`src/hw/rtl/gasp_pkg.sv`:
```
// Package for the grid path search block: payload structs, controller commands,
// status struct and sizing constants. No dependencies.
package gasp_pkg;

    localparam int MAX_DIM_DEF     = 8;
    localparam int QUEUE_DEPTH_DEF = 256;
    localparam int CELLS           = 64;
    localparam int CELL_W          = 6;
    localparam int COST_W          = 7;
    localparam int PRIO_W          = 7;
    localparam int QENT_W          = PRIO_W + CELL_W;

    typedef struct packed {
        logic       mode;
        logic [2:0] cell_x;
        logic [2:0] cell_y;
        logic       blocked;
        logic [2:0] goal_x;
        logic [2:0] goal_y;
    } t_in_item;

    typedef struct packed {
        logic [2:0] path_x;
        logic [2:0] path_y;
        logic       last;
        logic       reached;
    } t_out_item;

    typedef logic [4:0] t_cmd;

    localparam t_cmd C_NOP    = 5'd0;
    localparam t_cmd C_ACCEPT = 5'd1;   // latch item, write obstacle in mode 0
    localparam t_cmd C_INIT   = 5'd2;   // clear stores, seed queue with start
    localparam t_cmd C_SCAN0  = 5'd3;   // idx = 0
    localparam t_cmd C_SRD    = 5'd4;   // read queue[idx]
    localparam t_cmd C_SCMP   = 5'd5;   // compare entry, idx++
    localparam t_cmd C_POP    = 5'd6;   // cur = best cell, idx = best index
    localparam t_cmd C_SHRD   = 5'd7;   // read queue[idx+1], or drop count when done
    localparam t_cmd C_SHWR   = 5'd8;   // queue[idx] = read data, idx++
    localparam t_cmd C_CRD    = 5'd9;   // read cost[cur], k = 0
    localparam t_cmd C_CLAT   = 5'd10;  // latch cost of cur
    localparam t_cmd C_NB     = 5'd11;  // form neighbor, read its stores
    localparam t_cmd C_NCHK   = 5'd12;  // relax neighbor, k++
    localparam t_cmd C_MISS   = 5'd13;  // emit goal-only result
    localparam t_cmd C_CH0    = 5'd14;  // chain[0] = goal
    localparam t_cmd C_CHRD   = 5'd15;  // read came_from[c]
    localparam t_cmd C_CHL    = 5'd16;  // chain[n] = parent, n++
    localparam t_cmd C_ORD    = 5'd17;  // read chain entry for output
    localparam t_cmd C_OEM    = 5'd18;  // emit path cell

    typedef struct packed {
        logic mode1;
        logic cnt_zero;
        logic scan_last;
        logic shift_done;
        logic cur_is_goal;
        logic nb_oob;
        logic k_last;
        logic goal_valid;
        logic chain_done;
        logic out_last;
    } t_stat;

endpackage

```
`src/hw/rtl/gasp_ctrl.sv`:
```
// Controller state machine of the grid path search: sequences datapath commands.
// Depends on gasp_pkg.
module gasp_ctrl (
    input  logic            i_clk,
    input  logic            i_rst_n,
    input  logic            i_start,
    input  gasp_pkg::t_stat i_stat,
    output gasp_pkg::t_cmd  o_cmd,
    output logic            o_busy
);
    import gasp_pkg::*;

    localparam logic [3:0] S_IDLE = 4'd0;
    localparam logic [3:0] S_INIT = 4'd1;
    localparam logic [3:0] S_PCHK = 4'd2;
    localparam logic [3:0] S_SRD  = 4'd3;
    localparam logic [3:0] S_SCMP = 4'd4;
    localparam logic [3:0] S_POP  = 4'd5;
    localparam logic [3:0] S_SHRD = 4'd6;
    localparam logic [3:0] S_SHWR = 4'd7;
    localparam logic [3:0] S_EXP  = 4'd8;
    localparam logic [3:0] S_CLAT = 4'd9;
    localparam logic [3:0] S_NB   = 4'd10;
    localparam logic [3:0] S_NCHK = 4'd11;
    localparam logic [3:0] S_FIN  = 4'd12;
    localparam logic [3:0] S_CHK  = 4'd13;
    localparam logic [3:0] S_CHL  = 4'd14;
    localparam logic [3:0] S_ORD  = 4'd15;

    logic [3:0] r_state, n_state;
    logic       r_oem, n_oem;   // output emit sub-step after S_ORD

    always_comb begin
        n_state = r_state;
        n_oem   = 1'b0;
        o_cmd   = C_NOP;
        case (r_state)
            S_IDLE: begin
                if (i_start) begin
                    o_cmd = C_ACCEPT;
                    if (i_stat.mode1) begin
                        n_state = S_INIT;
                    end
                end
            end
            S_INIT: begin
                o_cmd = C_INIT;
                n_state = S_PCHK;
            end
            S_PCHK: begin
                if (i_stat.cnt_zero) begin
                    n_state = S_FIN;
                end else begin
                    o_cmd = C_SCAN0;
                    n_state = S_SRD;
                end
            end
            S_SRD: begin
                o_cmd = C_SRD;
                n_state = S_SCMP;
            end
            S_SCMP: begin
                o_cmd = C_SCMP;
                n_state = i_stat.scan_last ? S_POP : S_SRD;
            end
            S_POP: begin
                o_cmd = C_POP;
                n_state = S_SHRD;
            end
            S_SHRD: begin
                o_cmd = C_SHRD;
                n_state = i_stat.shift_done ? S_EXP : S_SHWR;
            end
            S_SHWR: begin
                o_cmd = C_SHWR;
                n_state = S_SHRD;
            end
            S_EXP: begin
                if (i_stat.cur_is_goal) begin
                    n_state = S_FIN;
                end else begin
                    o_cmd = C_CRD;
                    n_state = S_CLAT;
                end
            end
            S_CLAT: begin
                o_cmd = C_CLAT;
                n_state = S_NB;
            end
            S_NB: begin
                o_cmd = C_NB;
                if (!i_stat.nb_oob) begin
                    n_state = S_NCHK;
                end else if (i_stat.k_last) begin
                    n_state = S_PCHK;
                end
            end
            S_NCHK: begin
                o_cmd = C_NCHK;
                n_state = i_stat.k_last ? S_PCHK : S_NB;
            end
            S_FIN: begin
                if (i_stat.goal_valid) begin
                    o_cmd = C_CH0;
                    n_state = S_CHK;
                end else begin
                    o_cmd = C_MISS;
                    n_state = S_IDLE;
                end
            end
            S_CHK: begin
                o_cmd = C_CHRD;
                n_state = i_stat.chain_done ? S_ORD : S_CHL;
            end
            S_CHL: begin
                o_cmd = C_CHL;
                n_state = S_CHK;
            end
            S_ORD: begin
                if (!r_oem) begin
                    o_cmd = C_ORD;
                    n_oem = 1'b1;
                end else begin
                    o_cmd = C_OEM;
                    if (i_stat.out_last) begin
                        n_state = S_IDLE;
                    end
                end
            end
            default: n_state = S_IDLE;
        endcase
    end

    always_ff @(posedge i_clk) begin
        if (!i_rst_n) begin
            r_state <= S_IDLE;
            r_oem   <= 1'b0;
        end else begin
            r_state <= n_state;
            r_oem   <= n_oem;
        end
    end

    assign o_busy = (r_state != S_IDLE);
endmodule

```
`config.mk`:
```
export PLATFORM = sky130hd
export DESIGN_NAME = gasp_ctrl
export DESIGN_NICKNAME = d
export VERILOG_FILES = /design/src/hw/rtl/gasp_pkg.sv /design/src/hw/rtl/gasp_ctrl.sv
export SDC_FILE = /design/constraint.sdc
export NUM_CORES = 1
export LEC_CHECK = 0
export ABC_AREA = 1
export BUFFER_PORTS_ARGS = -buffer_cell sky130_fd_sc_hd__buf_4
export CORE_AREA = 2 2 39 41
export DETAILED_ROUTE_END_ITERATION = 8
export DIE_AREA = 0 0 41 43
export PLACE_DENSITY = 0.75
export SYNTH_ARGS = -nofsm -noshare
export SYNTH_HDL_FRONTEND = slang
export SYNTH_SLANG_ARGS = --single-unit
```
`constraint.sdc`:
```
create_clock -name i_clk -period 1.7 [get_ports i_clk]
set_input_delay 0.34 -clock i_clk [delete_from_list [all_inputs] [get_ports i_clk]]
set_output_delay 0.34 -clock i_clk [all_outputs]
set_load 0.01 [all_outputs]
```
Word level (Yosys, flattened, before mapping) --
Index checks and enable logic that the tools add are counted. Widths: inputs -> output; s select.
Word-level totals: input bits 13, output and inout port bits 6, register bits 5, logic and storage cells 48
Cells by class: reductions and logical operators 5, multiplexer cells 21, eq/ne operators 20
Operators with widths (number):
- $pmux 5 s16 | 1
- $pmux 4 s15 | 1
- $mux 4 | 11
- $eq 4x4->1 const B | 8
- $eq 4x3->1 const B | 4
- $eq 4x2->1 const B | 2
- $ne 2x2->1 const B | 4
- $mux 2 | 3
- $mux 3 | 2
- $reduce_and 5->1 | 1
- $eq 4x1->1 const B | 1
- $logic_not 4->1 | 1
- $reduce_bool 4->1 | 1
- $mux 1 | 3
- $ne 3x3->1 const B | 1
- $reduce_and 2->1 | 1
- $reduce_or 2->1 | 1

Depth between registers and ports, before layout --
depth after elaboration 3, mapped depth 10, mapped depth without buffers 9

Least setup slack after synthesis --
No wires, ideal clock.
path kind register to output, start register r_state[0], end output o_cmd[0], cell stages (with the launch flop) 8, arrival 1.079 ns, required time 1.360 ns, path buffers 1, path slack 0.281 ns, path through dfxtp_1 > clkbuf_2 > inv_1 > nor2_1 > nand2_1 > o211ai_1 > nor2_1 > nand4_1
On the way: cells in the longest elaborated chain, start to end 2, elaborated cells on any way between the ends 17, those cells by class 15 x eq/ne; 1 x mux; 1 x reduce/logical
RTL lines:
- from (decl) | line gasp_ctrl.sv:30 | logic [3:0] r_state, n_state;
- from (signal assigned) | line gasp_ctrl.sv:139 | r_state <= n_state;
- $eq 4x4->1 (tied with other cells) | line gasp_ctrl.sv:37 | case (r_state)
- $pmux 5 s16 * | line gasp_ctrl.sv:37
- to (decl) | line gasp_ctrl.sv:8 | output gasp_pkg::t_cmd o_cmd,
Mark *: on every way between the ends. The rest lies on a longest branch, timed or not.

Worst setup path in the final report --
Ends and elaborated chain as after synthesis.

==> flow_summary_export.csv <==
group,metric,value,unit
run_status,status,"complete, no violations",
power_and_ir_drop,seq_power_share,0.183,
place,portBuffers,18,
place,dp_cells,155,
yosys,seq_area_frac_synth,0.175,
sta,tightest_slew,0.263,ns
global_route,grt_pass1_vias,704,
worst_setup_path,crit_buf_inv,2,
cells_and_area,drive_above_1_share,0.351,
power_and_ir_drop,powerDensity,1920,mW/mm2
worst_setup_path,cp-end-kind,"output port",
yosys,synthMuxAreaShare,0,
cells_and_area,seqCellArea,115,um2
cells_and_area,nets,162,
sta,clock_skew,0.00199,ns
route,drc,0,
route,routedWlPerCell,11.8,um
yosys,synth_cells,116,
yosys,synthXorXnorAreaFrac,0,
yosys,yosysUniqueCellTypes,16,
clock_network,clock_sinks,5,
power_and_ir_drop,p_int,0.000873,W
yosys,syn-num-nets,129,
power_and_ir_drop,p_clk_frac,0.079,
worst_setup_path,cp_slowest_cell,"dfxtp_4",
yosys,synthAdderAreaFrac,0,
route,vias,851,
global_route,antenna_found_initial,0,
cells_and_area,multi_input_area,475,um2
clock_network,clk_latency,0.24,ns
sta,setup_violations,0,
power_and_ir_drop,peakVddDrop,957,uV
yosys,avgSynthCellArea,4.94,um2
yosys,synth_top_family_by_area,"simple AND/OR/NAND/NOR gates",
clock_network,clockBufferDepth,2,
yosys,synth_compound_area_frac,0.0764,
global_route,grt_max_degree,11,
yosys,synth_area_leader_cell,"nand2_1",
sta,rsz0062_at_grt,"true",
power_and_ir_drop,power,0.00174,W
place,place.gp.congestion,0.872,
power_and_ir_drop,switching_power,0.000865,W
floorplanning,die_w,41,um
global_route,overflow,0,
yosys,yosys.area_share.simple,0.648,
sta,period_share,0.985,
cells_and_area,area_delta_synth_final,58.3,%
worst_setup_path,slowest_delay,0.41,ns
floorplanning,coreArea,0.00138,mm2
clock_network,cts_made_buffers,3,
worst_hold_path,hold_path_class,"in -> reg",
global_route,grt_pass1_wl,2770,um
worst_setup_path,crit_fanout,7,
route,drt_wl_total,1940,um
place,hpwl,1380,um
clock_network,clockRootBuffer,"clkbuf_4",
worst_setup_path,worstSetupStartpointType,"flop",
clock_network,cts_tree,"built",
worst_setup_path,required,1.36,ns
power_and_ir_drop,combPwrFrac,0.737,
route,ant_nets,0,
sta,fin_crit,1.67,ns
yosys,yosysTopAreaCellShare,0.242,
yosys,synth_warnings,0,
floorplanning,io_pins,19,
cells_and_area,nFillCells,133,
worst_setup_path,worst_ep_arrival_time,1.33,ns
clock_network,h-tree-depth,1,
yosys,ys_seq_elements,5,
worst_setup_path,critPathTopFamily,"flip-flops",
cells_and_area,stdcell_count,164,
sta,slew_headroom,0.824,
worst_setup_path,critPathKind,"reg -> out",
sta,hold_violations,0,
sta,timing.setup.tns,0,ns
route,drt_iter0_markers,26,
sta,max_freq,597,MHz
floorplanning,start_util,0.414,
floorplanning,die_h,43,um
power_and_ir_drop,swShare,0.498,
run,cap_violations,0,
floorplanning,rows,14,
yosys,syn-cell-area,573,um2
route,viasPerCell,5.19,
floorplanning,dieArea,0.00176,mm2
sta,slew_violations,0,
yosys,synth_area_leaders,"nand2_1 24%, nor2_1 19%, dfxtp_1 17%",
power_and_ir_drop,p_leak,0.520,nW
cells_and_area,antennaDiodeCount,0,
clock_network,clk_pin_slew,0.04,ns
global_route,grtUsageTotal,0.231,
worst_setup_path,crit_path_cell_trace,"inv_2, nor2_4, nand2_2, o211ai_1, nor2_1, nand4_1, buf_4",
route,drt_pass1_iterations,4,
[area by class of cell]
class / count / area share
Tap cell: 16 / 0.0221
Timing Repair Buffer: 29 / 0.240
Multi-Input combinational cell: 96 / 0.524
Inverter: 14 / 0.0579
Clock buffer: 4 / 0.0290
Sequential cell: 5 / 0.127
[worst reg2reg max path, cell delays in order, from the launching register on]
cell,delay [ns]
dfxtp_4,0.41
inv_2,0.08
nand2_2,0.11
nor2_1,0.08
nand2_1,0.09
nand2_1,0.06
nor2_1,0.22
nor2_1,0.07
nor2_1,0.12
nor2_1,0.04
[what timing repair did]
action / 4_1_cts / 5_1_grt
pin swaps: 1 / 6
setup buffers: 0 / 5
setup endpoints to repair: 3 / 4
gates resized for setup: 13 / 15
hold buffers: 0 / 0
[flip-flops by register name (all words and copies together) (netlist names)]
name and cells:
r_oem 1, r_state 4
[routing by layer]
layer,wire (um),vias up,global-route usage,share of wire
li1,-,427,-,-
met1,751,375,0.285,0.39
met2,938,40,0.375,0.48
met3,156,9,0.0209,0.080
met4,91,0,0.120,0.047
met5,0,-,0,0
[cells by family after synthesis]
| family | after synthesis |
|---|---|
| simple gates | 88 |
| flops | 5 |
| compound gates | 8 |
| buf+inv | 15 |
[metrics by stage]
step	hold slack [ns]	instance area [um2]	setup slack, ns	util
after global routing	0.374	907	-0.0718	0.656
after global placement	0.536	768	0.000193	0.555
after CTS	0.354	827	0.000865	0.598
final	0.358	907	0.0263	0.656
after floorplan	0.482	573	0.281	-
after detailed placement	0.542	768	-0.000266	0.555
[synth_stat cells]
library cell and count:
a21oi_1 3, clkbuf_2 1, dfxtp_1 5, inv_1 14, nand2_1 37, nand2_2 1
nand3_1 15, nand3b_1 1, nand4_1 2, nor2_1 29, nor2_2 1, nor2_4 1
nor3_1 1, o211ai_1 1, o21ai_0 3, o22ai_1 1
[power by group through the flow]
stage / Clock, W / Sequential, W / Combinational [W]
after floorplan: 0 / 0.000205 / 0.000672
after global placement: 0 / 0.000232 / 0.00107
after detailed placement: 0 / 0.000235 / 0.00107
after CTS: 0.000144 / 0.000273 / 0.00110
after global routing: 0.000149 / 0.000329 / 0.00140
final: 0.000138 / 0.000319 / 0.00128
[path summary, 6_finish.rpt]
path | cells past startpoint | slack [ns] | startpoint | end
min | 3 | 0.36 | i_rst_n | r_state[0]
max | 7 | 0.03 | r_state[0] | o_cmd[0]
max reg2reg | 9 | 0.32 | r_state[0] | r_state[2]
min reg2reg | 2 | 0.54 | r_state[3] | r_state[1]
[layout by cell type, fill, tap and decap left out, types with 2 or more instances in the layout]
master / synthesis / layout
nand2_1: 37 / 32
buf_4: 0 / 29
nor2_1: 29 / 26
nand3_1: 15 / 14
inv_1: 14 / 11
nor2_4: 1 / 5
nand2_2: 1 / 4
dfxtp_4: 0 / 4
inv_2: 0 / 3
a21oi_1: 3 / 3
clkbuf_4: 0 / 3
nand2_4: 0 / 2
nand4_1: 2 / 2
o21ai_0: 3 / 2
No activity file was read; power rests on OpenSTA's default activity.
